### config.mk
export PLATFORM = sky130hd
export DESIGN_NAME = pbo_ctrl
export DESIGN_NICKNAME = d
export VERILOG_FILES = /design/src/rtl/pbo_pkg.sv /design/src/rtl/pbo_ctrl.sv
export SDC_FILE = /design/constraint.sdc
export NUM_CORES = 1
export LEC_CHECK = 0
export BUFFER_PORTS_ARGS = -buffer_cell sky130_fd_sc_hd__buf_4
export CAP_MARGIN = 20
export CORE_AREA = 2 2 39 41
export DETAILED_ROUTE_END_ITERATION = 6
export DIE_AREA = 0 0 41 43
export SLEW_MARGIN = 20
export SYNTH_ARGS = -nofsm -noshare
export SYNTH_HDL_FRONTEND = slang
export SYNTH_SLANG_ARGS = --single-unit
### constraint.sdc
create_clock -name clock -period 1 [get_ports clock]
set_input_delay 0.1 -clock clock [delete_from_list [all_inputs] [get_ports clock]]
set_output_delay 0.1 -clock clock [all_outputs]
set_load 0.02 [all_outputs]
### src/rtl/pbo_pkg.sv
// package for the polyblep oscillator: constants, types and sine table function
package pbo_pkg;

   localparam int SINE_TABLE_BITS_DEF = 10;
   localparam int PHASE_BITS_DEF      = 32;

   localparam logic [21:0] F_MIN  = 22'd2560;
   localparam logic [21:0] F_MAX  = 22'd3072000;
   localparam logic [15:0] PW_MIN = 16'd3277;
   localparam logic [15:0] PW_MAX = 16'd62259;
   localparam logic [19:0] ISR_RESET = 20'd97392;
   localparam logic [15:0] PW_RESET  = 16'd32768;

   localparam logic CSR_INV_SAMPLE_RATE = 1'b0;
   localparam logic CSR_PULSE_WIDTH     = 1'b1;

   localparam logic [63:0] HALF_PI_Q30 = 64'd1686629713;

   // commands from controller to datapath
   typedef struct packed {
      logic load;       // capture item, compute step, advance phases
      logic div_start;  // start divider for selected correction
      logic div_sel;    // 0: main phase correction, 1: shifted phase correction
      logic finish;     // form outputs into the result register
   } cmd_type;

   // status from datapath to controller
   typedef struct packed {
      logic div_busy;
   } sts_type;

   // quarter-wave sine in q2.14, elaboration-time style constant function
   function automatic logic [15:0] quarter_sine(input int unsigned k, input int tb);
      logic [63:0] x;
      logic [63:0] term;
      longint      sum;
      logic [63:0] r;
      x = (64'(k) * HALF_PI_Q30) >> (tb - 2);
      term = x;
      sum = longint'(x);
      for (int n = 1; n <= 7; n++) begin
         term = (term * x) >> 30;
         term = (term * x) >> 30;
         term = term / 64'((2 * n) * (2 * n + 1));
         if ((n % 2) == 1) sum = sum - longint'(term);
         else sum = sum + longint'(term);
      end
      if (sum < 0) sum = 0;
      r = (64'(sum) * 64'd16384 + (64'd1 << 29)) >> 30;
      return r[15:0];
   endfunction

   // full sine table entry i of 2^tb
   function automatic logic signed [15:0] sine_entry(input int unsigned i, input int tb);
      int unsigned quarter;
      int unsigned q;
      int unsigned k;
      logic [15:0] v;
      quarter = (1 << tb) >> 2;
      q = i >> (tb - 2);
      k = i & (quarter - 1);
      case (q)
         0: v = quarter_sine(k, tb);
         1: v = quarter_sine(quarter - k, tb);
         2: v = -quarter_sine(k, tb);
         default: v = -quarter_sine(quarter - k, tb);
      endcase
      return signed'(v);
   endfunction

endpackage

### src/rtl/pbo_ctrl.sv
// controller: sequences load, two divisions and result handoff
module pbo_ctrl (
   input  logic             clock,
   input  logic             reset,
   input  logic             req_valid,
   output logic             req_ready,
   output logic             rsp_valid,
   input  logic             rsp_ready,
   output pbo_pkg::cmd_type cmd,
   input  pbo_pkg::sts_type sts
);
   typedef enum logic [2:0] {
      S_IDLE, S_DIV0, S_WAIT0, S_DIV1, S_WAIT1, S_FIN, S_OUT
   } state_type;

   state_type state_ff;
   logic      vld_ff;
   logic      acc;

   assign req_ready = (state_ff == S_IDLE);
   assign acc       = req_valid && req_ready;

   always_comb begin
      cmd = '0;
      cmd.load = acc;
      unique case (state_ff)
         S_DIV0:  begin cmd.div_start = 1'b1; cmd.div_sel = 1'b0; end
         S_DIV1:  begin cmd.div_start = 1'b1; cmd.div_sel = 1'b1; end
         S_FIN:   cmd.finish = 1'b1;
         default: ;
      endcase
   end

   // state and output valid
   always_ff @(posedge clock) begin
      if (reset) begin
         state_ff <= S_IDLE;
         vld_ff   <= 1'b0;
      end else begin
         unique case (state_ff)
            S_IDLE:  if (acc) state_ff <= S_DIV0;
            S_DIV0:  state_ff <= S_WAIT0;
            S_WAIT0: if (!sts.div_busy) state_ff <= S_DIV1;
            S_DIV1:  state_ff <= S_WAIT1;
            S_WAIT1: if (!sts.div_busy) state_ff <= S_FIN;
            S_FIN:   begin state_ff <= S_OUT; vld_ff <= 1'b1; end
            S_OUT:   if (rsp_ready) begin state_ff <= S_IDLE; vld_ff <= 1'b0; end
            default: state_ff <= S_IDLE;
         endcase
      end
   end

   assign rsp_valid = vld_ff;

   a_vld_state: assert property (@(posedge clock) disable iff (reset)
      rsp_valid == (state_ff == S_OUT)) else $error("rsp_valid out of step");
   a_no_acc_busy: assert property (@(posedge clock) disable iff (reset)
      rsp_valid |-> !req_ready) else $error("accept while result pending");
   a_fin_out: assert property (@(posedge clock) disable iff (reset)
      cmd.finish |=> rsp_valid) else $error("finish without valid");
endmodule

Yosys cells after proc, flatten, opt, wreduce, memory -nomap -nowiden
Cells that the tools add are included.
{"block": "classes", "add_sub_neg": 0, "multipliers": 0, "n_div": 0, "magnitude_cmp": 0, "eq_ne": 10, "shift": 0, "n_mux": 9, "bitwise_logic": 0, "n_reduce_logical": 5}
{"cell": "$pmux 3 s7", "n": 1}
{"cell": "$mux 3", "n": 4}
{"cell": "$eq 3x3->1 const B", "n": 3}
{"cell": "$eq 3x2->1 const B", "n": 2}
{"cell": "$ne 2x2->1 const B", "n": 3}
{"cell": "$pmux 2 s2", "n": 1}
{"cell": "$reduce_and 4->1", "n": 1}
{"cell": "$eq 3x1->1 const B", "n": 1}
{"cell": "$logic_not 3->1", "n": 1}
{"cell": "$mux 1", "n": 2}
{"cell": "$ne 2x1->1 const B", "n": 1}
{"cell": "$pmux 1 s2", "n": 1}
{"cell": "$reduce_and 2->1", "n": 1}
{"cell": "$reduce_bool 2->1", "n": 1}
{"cell": "$logic_and 1x1->1", "n": 1}
{"block": "totals", "reg_bits": 4, "latch_bits": 0, "mem_bits_rw": 0, "rom_bits": 0, "in_bits": 5, "output_inout_bits": 6, "elab_cells": 26, "memories": 0}

Logic depth before layout (Yosys ltp)
Gate-level depths: netlist (run 1).
{"block": "logic_depth", "word_depth": 4, "depth_mapped": 4, "mapped_depth_nobuf": 3}

Least setup slack after synthesis (run 1)
No wires, ideal clock.
{"block": "synth_path", "path_type": "register to output", "start": "register state_ff[0]", "end": "output req_ready", "t_arrival_ns": 0.935, "required_time_ns": 0.900, "path_slack_ns": -0.035, "path_stages_with_launch": 3, "n_path_buf": 1, "cell_sequence": "dfxtp_1 buf_2 nor3_1"}
{"block": "synth_via", "elab_chain_len": 1}
{"item": "from (decl)", "line_no": "pbo_ctrl.sv:16", "rtl": "state_type state_ff;"}
{"item": "from (signal assigned)", "line_no": "pbo_ctrl.sv:37", "rtl": "state_ff <= S_IDLE;"}
{"item": "from (signal assigned)", "line_no": "pbo_ctrl.sv:41", "rtl": "S_IDLE: if (acc) state_ff <= S_DIV0;"}
{"item": "from (signal assigned)", "line_no": "pbo_ctrl.sv:42", "rtl": "S_DIV0: state_ff <= S_WAIT0;"}
{"item": "$logic_not 3->1", "line_no": "pbo_ctrl.sv:20", "rtl": "assign req_ready = (state_ff == S_IDLE);"}
{"item": "to (decl)", "line_no": "pbo_ctrl.sv:6", "rtl": "output logic req_ready,"}
No other way between the ends.

==> summary.txt, run 1 <==
Yosys cell types: 17
clock root buffer: clkbuf_4
Final Setup Violations: 6
Final Hold Fails: 0
initial antenna violation count: 0
die area: 1760 sq um
CTS tree: built
GR Util All Layers: 9.65%
Post-Place Worst Slack: 0.0294 ns
vias: 274
Starting Density: 16.0%
actual slew at the worst max-slew pin: 0.168 ns
area grow syn2layout: 97.2%
synthesized flop and latch total: 4
Max clock buf depth: 2
hpwl dp: 389 um
worst setup path startpoint: state_ff[1]$_SDFFE_PP0P_
critical path class: register to primary output
top cell type by total area after synthesis: dfxtp_1
DR DRC count: 0
starting DRC count in detailed routing: 4
Std-Cell Core Area: 1380 sq um
Reg clk slew, reported paths: 0.04 ns
worst hold start: reset
total gr overflow: 0
hold path cells: 2
post-route ant nets: 0
Cell Rows: 14
Setup crit end kind: primary output
Vias/cell: 4.35
top cell type's share of synthesized area: 36.2%
crit path max fanout: 6
# port buffers: 10
Detailed Routing Iterations Pass 1: 2
Post-Place Cells: 54
Fmax: 0.883 GHz
Slew Viols, Final: 0
# diodes: 0
largest net degree at the start of global routing: 11
fin crit share: 113%
Layout Cells excl Fill: 63
vias in the first global route: 246
WL/cell: 10.9 um
pwr dens: 1310 nW/um^2
Post-Route WL: 686 um
worst reg2reg path depth: 3
post-synthesis sequential area ratio: 36.2%
share of cells above drive strength 1: 63.8%
Mapped Area: 221 sq um
H-tree depth: 1
Max IR drop VDD: 0.654 mV
maxcap violations: 0
worst-path cell chain: buf_6 > nor3_2 > buf_4
clock skew: 0.00328 ns
Placer Congestion: 0.757
nature of the critical path startpoint: register
Tmin final: 1.13 ns
nets: 54
post-route setup slack: -0.132 ns
critical path's slowest cell: dfxtp_4
Max-slew headroom: 88.8%
Synth area leaders: dfxtp_1 36%, a21oi_1 6.8%, nor3_1 6.8%
WP data required: 0.90 ns
Syn Nets: 34
crit path DAT: 1.03 ns
HP Class: input port to register
status: finished, violations left
cts hold-fix bufs: 0
Lkg Pwr: 0.202 nW
Die W: 41 um
die height: 43 um
num ports: 11
Syn Area/Cell: 7.64 sq um
YS warnings: 0
Worst R2R Start: state_ff[0]$_SDFFE_PP0P_
Clock Sinks: 4
first-pass GRT wire length: 1.04 mm
Util after Layout: 31.6%
violated checks: negative setup slack
Clock Latency Late Sink: 0.24 ns
RSZ-0062 raised after global routing: true
CTS Buf Count: 3
CP max stage delay: 0.36 ns
Post-Syn Instances: 29
synthesized netlist by cell type, drive strengths merged:
master  count
nand3       1
inv         1
and3b       1
a31oi       1
buf         3
dfxtp       4
nand2       2
nor3        3
a211o       1
and3        1
nor2b       1
nand2b      2
nor2        2
a21oi       4
o21ai       2
report_power, final:
part / total (W) / switching, W / internal (W)
combinational: 0.000180 / 0.0000807 / 0.0000992
sequential: 0.000189 / 0.0000182 / 0.000171
clock: 0.000205 / 0.0000705 / 0.000135
total: 0.000574 / 0.000169 / 0.000404
state kept, by name, summed over array words and instances (netlist names):
signal,cells
state_ff,3
rsp_valid,1
layout by cell type, fill, tap and decap left out, drive strengths merged:
cell           n
a21oi          4
nor2           2
and3           1
a31oi          1
nor2b          1
nand2b         2
a211o          1
o21ai          2
dlymetal6s2s   1
dfxtp          4
nand3          1
inv            1
clkbuf         3
nand2          2
buf           17
nor3           3
and3b          1
area by class of cell:
cell class | instances | area, sq um
Multi-Input combinational cell | 21 | 141
Clock buffer | 3 | 22.5
Timing Repair Buffer | 18 | 155
Inverter | 1 | 6.26
Sequential cell | 4 | 91.3
Tap cell | 16 | 20.0
Fill cell | 162 | 947
repair_timing:
item / 4_1_cts / 5_1_grt
endpoints found under the setup margin: 5 / 5
gates resized for setup: 11 / 3
endpoints found under the hold margin: 0 / 0
pin swaps: 3 / 1
buffers inserted: 2 / 4
through the flow:
step / hold WS [ns] / instance area, sq um / TNS, ns / power, W
floorplan: 0.162 / 226 / 0 / 0.000271
global placement: 0.293 / 319 / 0 / 0.000321
detailed placement: 0.291 / 319 / 0 / 0.000323
CTS: 0.0317 / 390 / -0.466 / 0.000553
global route: 0.0299 / 437 / -0.653 / 0.000622
finish: 0.0403 / 437 / -0.386 / 0.000574
kinds of logic (layout without fill, tap and decap cells):
| family | count (synthesis) | after routing | share of synthesized area, % |
|---|---|---|---|
| AO/OA/AOI/OAI | 8 | 8 | 22.0 |
| buffers and inverters | 4 | 22 | 9.60 |
| flip-flops | 4 | 4 | 36.2 |
| AND/OR/NAND/NOR | 13 | 13 | 32.2 |
worst max-delay path: cells and delay by family (launching register included):
kind,cells,cell delay [ns]
flip-flops,1,0.36
buffers and inverters,2,0.28
AND/OR/NAND/NOR,1,0.15
routing by layer:
metal | vias up | track usage [%] | routed length (um)
li1 | 138 | - | -
met1 | 124 | 11.0 | 293
met2 | 12 | 11.9 | 325
met3 | 0 | 9.42 | 67
met4 | 0 | 4.00 | 0
met5 | - | 0 | 0
path summary, 6_finish.rpt:
path / end / slack [ns]
setup / recovery: cmd[3] / -0.13
hold / removal: state_ff[1]$_SDFFE_PP0P_ / 0.04
setup reg to reg: state_ff[1]$_SDFFE_PP0P_ / -0.02
hold reg to reg: state_ff[0]$_SDFFE_PP0P_ / 0.51
Power figures use the tool's default switching activity.
==> run 2: changes to the inputs <==
--- a/config.mk
+++ b/config.mk
@@ -10,6 +10,7 @@
 export CORE_AREA = 2 2 39 41
 export DETAILED_ROUTE_END_ITERATION = 6
 export DIE_AREA = 0 0 41 43
+export GPL_TIMING_DRIVEN = 0
 export SLEW_MARGIN = 20
 export SYNTH_ARGS = -nofsm -noshare
 export SYNTH_HDL_FRONTEND = slang
==> run 2 against run 1 <==
Clock power is essentially flat. Sequential cell count did not move. Final cell count rose by 3.2%. Final area grew 5.7%. The run still ends with negative setup slack left. First-iteration DRC count is 75% lower. Clock-buffer cell count is the same. Critical endpoint is now cmd[0]. Non-clock buffer count is 2 higher.
==> summary.txt, run 2 (same netlist as run 1, synthesis figures left out) <==
Slew Viols, Final: 0 (unchanged)
Post-Place Worst Slack: -0.101 ns (was 0.0294 ns)
worst reg2reg path depth: 4 (was 3)
CTS Buf Count: 3 (unchanged)
WL/cell: 9.83 um (was 10.9 um)
Final Setup Violations: 6 (unchanged)
maxcap violations: 0 (unchanged)
hpwl dp: 376 um (was 389 um)
Detailed Routing Iterations Pass 1: 3 (was 2)
Lkg Pwr: 0.202 nW (about the same)
Cell Rows: 14 (unchanged)
Fmax: 0.856 GHz (was 0.883 GHz)
nets: 56 (was 54)
Std-Cell Core Area: 1380 sq um (unchanged)
pwr dens: 1280 nW/um^2 (was 1310 nW/um^2)
Die W: 41 um (unchanged)
Comb pwr share: 34.3% (was 31.4%)
HP Class: input port to register (unchanged)
clock skew: 0.00560 ns (was 0.00328 ns)
largest net degree at the start of global routing: 7 (was 11)
Final Hold Fails: 0 (unchanged)
Net Sw Frac: 29.7% (was 29.5%)
vias: 277 (was 274)
starting DRC count in detailed routing: 1 (was 4)
first-pass GRT wire length: 1.19 mm (was 1.04 mm)
post-route ant nets: 0 (unchanged)
most frequent cells in the layout: 14 x buf_4, 6 x buf_6, 3 x clkbuf_4 (was 13 x buf_4, 4 x buf_6, 3 x a21oi_1, 3 x clkbuf_4, 3 x dfxtp_4)
Max clock buf depth: 2 (unchanged)
violated checks: negative setup slack (unchanged)
Post-Route WL: 639 um (was 686 um)
post-route setup slack: -0.169 ns (was -0.132 ns)
crit path max fanout: 4 (was 6)
actual slew at the worst max-slew pin: 0.152 ns (was 0.168 ns)
Clock Sinks: 4 (unchanged)
critical path class: register to primary output (unchanged)
crit path DAT: 1.07 ns (was 1.03 ns)
WP data required: 0.90 ns (about the same)
Vias/cell: 4.26 (was 4.35)
die area: 1760 sq um (unchanged)
RSZ-0062 raised after global routing: true (unchanged)
vias in the first global route: 290 (was 246)
DR DRC count: 0 (unchanged)
Max-slew headroom: 89.8% (was 88.8%)
CTS tree: built (unchanged)
Reg clk slew, reported paths: 0.04 ns (about the same)
cts hold-fix bufs: 0 (unchanged)
# port buffers: 10 (unchanged)
most common cell after layout, fill and taps aside: buf_4 (unchanged)
GR Util All Layers: 9.85% (was 9.65%)
fin crit share: 117% (was 113%)
nature of the critical path startpoint: register (unchanged)
# diodes: 0 (unchanged)
status: finished, violations left (unchanged)
max reg flops: 3 (unchanged)
Clock power frac: 34.4% (was 35.7%)
Seq pwr share: 31.3% (was 32.9%)
total gr overflow: 0 (unchanged)
Setup crit end kind: primary output (unchanged)
Clock Latency Late Sink: 0.24 ns (about the same)
initial antenna violation count: 0 (unchanged)
Tmin final: 1.17 ns (was 1.13 ns)
PnR Total Power: 0.000592 W (was 0.000574 W)
Placer Congestion: 0.742 (was 0.757)
hold path cells: 2 (unchanged)
clock root buffer: clkbuf_4 (unchanged)
Max IR drop VDD: 0.700 mV (was 0.654 mV)
H-tree depth: 1 (unchanged)
Biggest register: state_ff (unchanged)
area grow syn2layout: 108% (was 97.2%)
die height: 43 um (unchanged)
num ports: 11 (unchanged)
Starting Density: 16.0% (unchanged)
Internal: 0.000417 W (was 0.000404 W)
share of cells above drive strength 1: 69.4% (was 63.8%)
Switching Power: 0.000176 W (was 0.000169 W)
run 2: metal layers:
metal  track usage (%)  part of all wire (%)  vias up
met5                 0                     0        -
met4              6.00                     0        0
met3              3.14                   6.3        0
met2              13.8                    49        8
met1              12.6                    44      129
li1                  -                     -      140
run 2: cell type report:
type	count	area, sq um
buffer	2	22.5
clock buffer	3	22.5
fill	156	922
inverter	1	6.26
multi-input combinational	21	155
sequential	4	85.1
tap	16	20.0
timing repair buffer	18	150
run 2: timing repair:
item,CTS,global route
endpoints found under the setup margin,5,8
resized for setup,16,4
pin swaps,5,4
buffers inserted,7,1
run 2: critical path: stages, from the launching register on:
cell and delay, ns:
dfxtp_2 0.31, buf_6 0.11, buf_4 0.12, and3_4 0.16, buf_6 0.12
run 2: path summary, 6_finish.rpt:
kind	endpoint	slack (ns)	start
max	cmd[0]	-0.17	state_ff[2]$_SDFFE_PP0P_
min	state_ff[1]$_SDFFE_PP0P_	0.04	reset
max reg2reg	state_ff[1]$_SDFFE_PP0P_	-0.02	state_ff[2]$_SDFFE_PP0P_
min reg2reg	rsp_valid$_SDFFE_PP0P_	0.53	rsp_valid$_SDFFE_PP0P_
run 2: power by group through the flow:
stage | Sequential [W] | Combinational (W) | Clock [W]
3_5_place_dp | 0.000183 | 0.000143 | 0
2_1_floorplan | 0.000181 | 0.0000902 | 0
5_1_grt | 0.000187 | 0.000223 | 0.000222
4_1_cts | 0.000185 | 0.000195 | 0.000213
6_report | 0.000186 | 0.000203 | 0.000204
3_3_place_gp | 0.000183 | 0.000141 | 0
run 2: per-stage QoR:
stage | cells | util (%) | area [sq um] | hold slack [ns] | setup TNS, ns
2_1_floorplan | 29 | - | 226 | 0.162 | 0
3_3_place_gp | 55 | 23.2 | 322 | 0.292 | -0.101
3_5_place_dp | 55 | 23.2 | 322 | 0.292 | -0.101
4_1_cts | 64 | 32.3 | 447 | 0.0328 | -0.779
5_1_grt | 65 | 33.4 | 462 | 0.0414 | -1.00
6_report | 65 | 33.4 | 462 | 0.0438 | -0.722
==> run 3: changes to the inputs <==
--- a/config.mk
+++ b/config.mk
@@ -7,10 +7,13 @@
 export LEC_CHECK = 0
 export BUFFER_PORTS_ARGS = -buffer_cell sky130_fd_sc_hd__buf_4
 export CAP_MARGIN = 20
+export CELL_PAD_IN_SITES_DETAIL_PLACEMENT = 0
+export CELL_PAD_IN_SITES_GLOBAL_PLACEMENT = 1
 export CORE_AREA = 2 2 39 41
 export DETAILED_ROUTE_END_ITERATION = 6
 export DIE_AREA = 0 0 41 43
 export GPL_TIMING_DRIVEN = 0
+export PLACE_DENSITY_LB_ADDON = 0.1
 export SLEW_MARGIN = 20
 export SYNTH_ARGS = -nofsm -noshare
 export SYNTH_HDL_FRONTEND = slang
==> run 3 against run 2 <==
The flow still finishes with violations (negative setup slack). Worst hold slack worse by 0.0014 ns. Sequential cell count stayed put. Register-to-register slack hardly changed. Via count is 1.4% higher. Combinational power hardly changed. Die area stayed put. Utilization is 1.4 points lower. Critical path type unchanged. Largest power group unchanged. Highest routed layer is now met4.
==> summary.txt, run 3 (same netlist as run 1, synthesis figures left out) <==
Tmin final: 1.15 ns (was 1.17 ns)
status: finished, violations left (unchanged)
die area: 1760 sq um (unchanged)
Placer Congestion: 0.649 (was 0.742)
initial antenna violation count: 0 (unchanged)
area grow syn2layout: 100% (was 108%)
# port buffers: 10 (unchanged)
post-route ant nets: 0 (unchanged)
fin crit share: 115% (was 117%)
Comb pwr share: 34.0% (was 34.3%)
Final Setup Violations: 6 (unchanged)
Post-Place Worst Slack: -0.109 ns (was -0.101 ns)
Vias/cell: 4.39 (was 4.26)
PnR Total Power: 0.000589 W (was 0.000592 W)
Lkg Pwr: 0.194 nW (was 0.202 nW)
Util after Layout: 32.0% (was 33.4%)
GR Util All Layers: 9.62% (was 9.85%)
starting DRC count in detailed routing: 4 (was 1)
Post-Route WL: 685 um (was 639 um)
hpwl dp: 434 um (was 376 um)
pwr dens: 1330 nW/um^2 (was 1280 nW/um^2)
Std-Cell Core Area: 1380 sq um (unchanged)
actual slew at the worst max-slew pin: 0.129 ns (was 0.152 ns)
Seq pwr share: 31.4% (was 31.3%)
Clock power frac: 34.7% (was 34.4%)
Worst Hold Slack: 0.0424 ns (was 0.0438 ns)
vias: 281 (was 277)
critical path class: register to primary output (unchanged)
DR DRC count: 0 (unchanged)
Die W: 41 um (unchanged)
Starting Density: 16.0% (unchanged)
worst setup path startpoint: state_ff[2]$_SDFFE_PP0P_ (unchanged)
Clock Latency Late Sink: 0.23 ns (was 0.24 ns)
H-tree depth: 1 (unchanged)
RSZ-0062 raised after global routing: true (unchanged)
HP Class: input port to register (unchanged)
Detailed Routing Iterations Pass 1: 4 (was 3)
setup TNS: -0.618 ns (was -0.722 ns)
crit path max fanout: 4 (unchanged)
Switching Power: 0.000175 W (was 0.000176 W)
CTS tree: built (unchanged)
CTS Buf Count: 3 (unchanged)
nature of the critical path startpoint: register (unchanged)
clock skew: 0.00114 ns (was 0.00560 ns)
Net Sw Frac: 29.6% (was 29.7%)
Fmax: 0.869 GHz (was 0.856 GHz)
maxcap violations: 0 (unchanged)
post-route setup slack: -0.151 ns (was -0.169 ns)
Reg clk slew, reported paths: 0.04 ns (about the same)
Max clock buf depth: 2 (unchanged)
largest net degree at the start of global routing: 7 (unchanged)
Setup crit end kind: primary output (unchanged)
cell mode on critical path: buf_6 (unchanged)
share of cells above drive strength 1: 66.7% (was 69.4%)
die height: 43 um (unchanged)
critical path's slowest cell: dfxtp_2 (unchanged)
Biggest register: state_ff (unchanged)
Internal: 0.000415 W (was 0.000417 W)
crit path DAT: 1.05 ns (was 1.07 ns)
vias in the first global route: 248 (was 290)
Max IR drop VDD: 0.544 mV (was 0.700 mV)
worst-path cell chain: buf_6 > nand2b_4 > nor3_4 > buf_6 (was buf_6 > buf_4 > and3_4 > buf_6)
max reg flops: 3 (unchanged)
Slew Viols, Final: 0 (unchanged)
nets: 55 (was 56)
Final Hold Fails: 0 (unchanged)
Clock Sinks: 4 (unchanged)
clock root buffer: clkbuf_4 (unchanged)
Max-slew headroom: 91.3% (was 89.8%)
WP data required: 0.90 ns (about the same)
most frequent cells in the layout: 14 x buf_4, 5 x buf_6, 3 x a21oi_1, 3 x clkbuf_4 (was 14 x buf_4, 6 x buf_6, 3 x clkbuf_4)
worst hold start: reset (unchanged)
Worst R2R Start: state_ff[2]$_SDFFE_PP0P_ (unchanged)
first-pass GRT wire length: 1.05 mm (was 1.19 mm)
violated checks: negative setup slack (unchanged)
Cell Rows: 14 (unchanged)
CP max stage delay: 0.31 ns (about the same)
most common cell after layout, fill and taps aside: buf_4 (unchanged)
# diodes: 0 (unchanged)
WL/cell: 10.7 um (was 9.83 um)
num ports: 11 (unchanged)
total gr overflow: 0 (unchanged)
[run 3: power by group through the flow]
| stage | clock network [W] | logic, W | registers [W] |
|---|---|---|---|
| after floorplan | 0 | 0.0000902 | 0.000181 |
| after global placement | 0 | 0.000143 | 0.000183 |
| after detailed placement | 0 | 0.000145 | 0.000183 |
| after CTS | 0.000213 | 0.000181 | 0.000183 |
| after global routing | 0.000223 | 0.000216 | 0.000186 |
| final | 0.000204 | 0.000200 | 0.000185 |
[run 3: metrics by stage]
stage | std cells | area, sq um
3_5_place_dp | 55 | 322
5_1_grt | 64 | 443
6_report | 64 | 443
4_1_cts | 62 | 418
3_3_place_gp | 55 | 322
2_1_floorplan | 29 | 226
[run 3: path summary, 6_finish.rpt]
check / to / cells past startpoint / slack (ns)
setup / recovery: cmd[3] / 4 / -0.15
hold / removal: state_ff[1]$_SDFFE_PP0P_ / 2 / 0.04
setup reg to reg: state_ff[1]$_SDFFE_PP0P_ / 4 / -0.02
hold reg to reg: rsp_valid$_SDFFE_PP0P_ / 2 / 0.52
[run 3: metal layers]
layer	GRT usage, %	wire, um
met1	10.5	301
met2	13.1	326
met3	4.71	50
met4	8.00	8
met5	0	0
[run 3: worst max-delay path, delay by kind of cell, from the launching register on]
kind	cells	cell delay, ns
AND/OR/NAND/NOR	2	0.25
flip-flops	1	0.31
buffers and inverters	2	0.24
[run 3: layout make-up]
class	count	area, sq um
fill	151	941
inverter	1	6.26
tap	16	20.0
multi-input combinational	21	148
buffer	2	22.5
clock buffer	3	22.5
timing repair buffer	17	139
sequential	4	85.1
[run 3: timing repair]
item                                    CTS  global route
hold buffers                              0             0
endpoints found under the hold margin     0             0
endpoints found under the setup margin    5             8
resized for setup                        13             4
setup buffers                             5             2
pin swaps                                 4             3
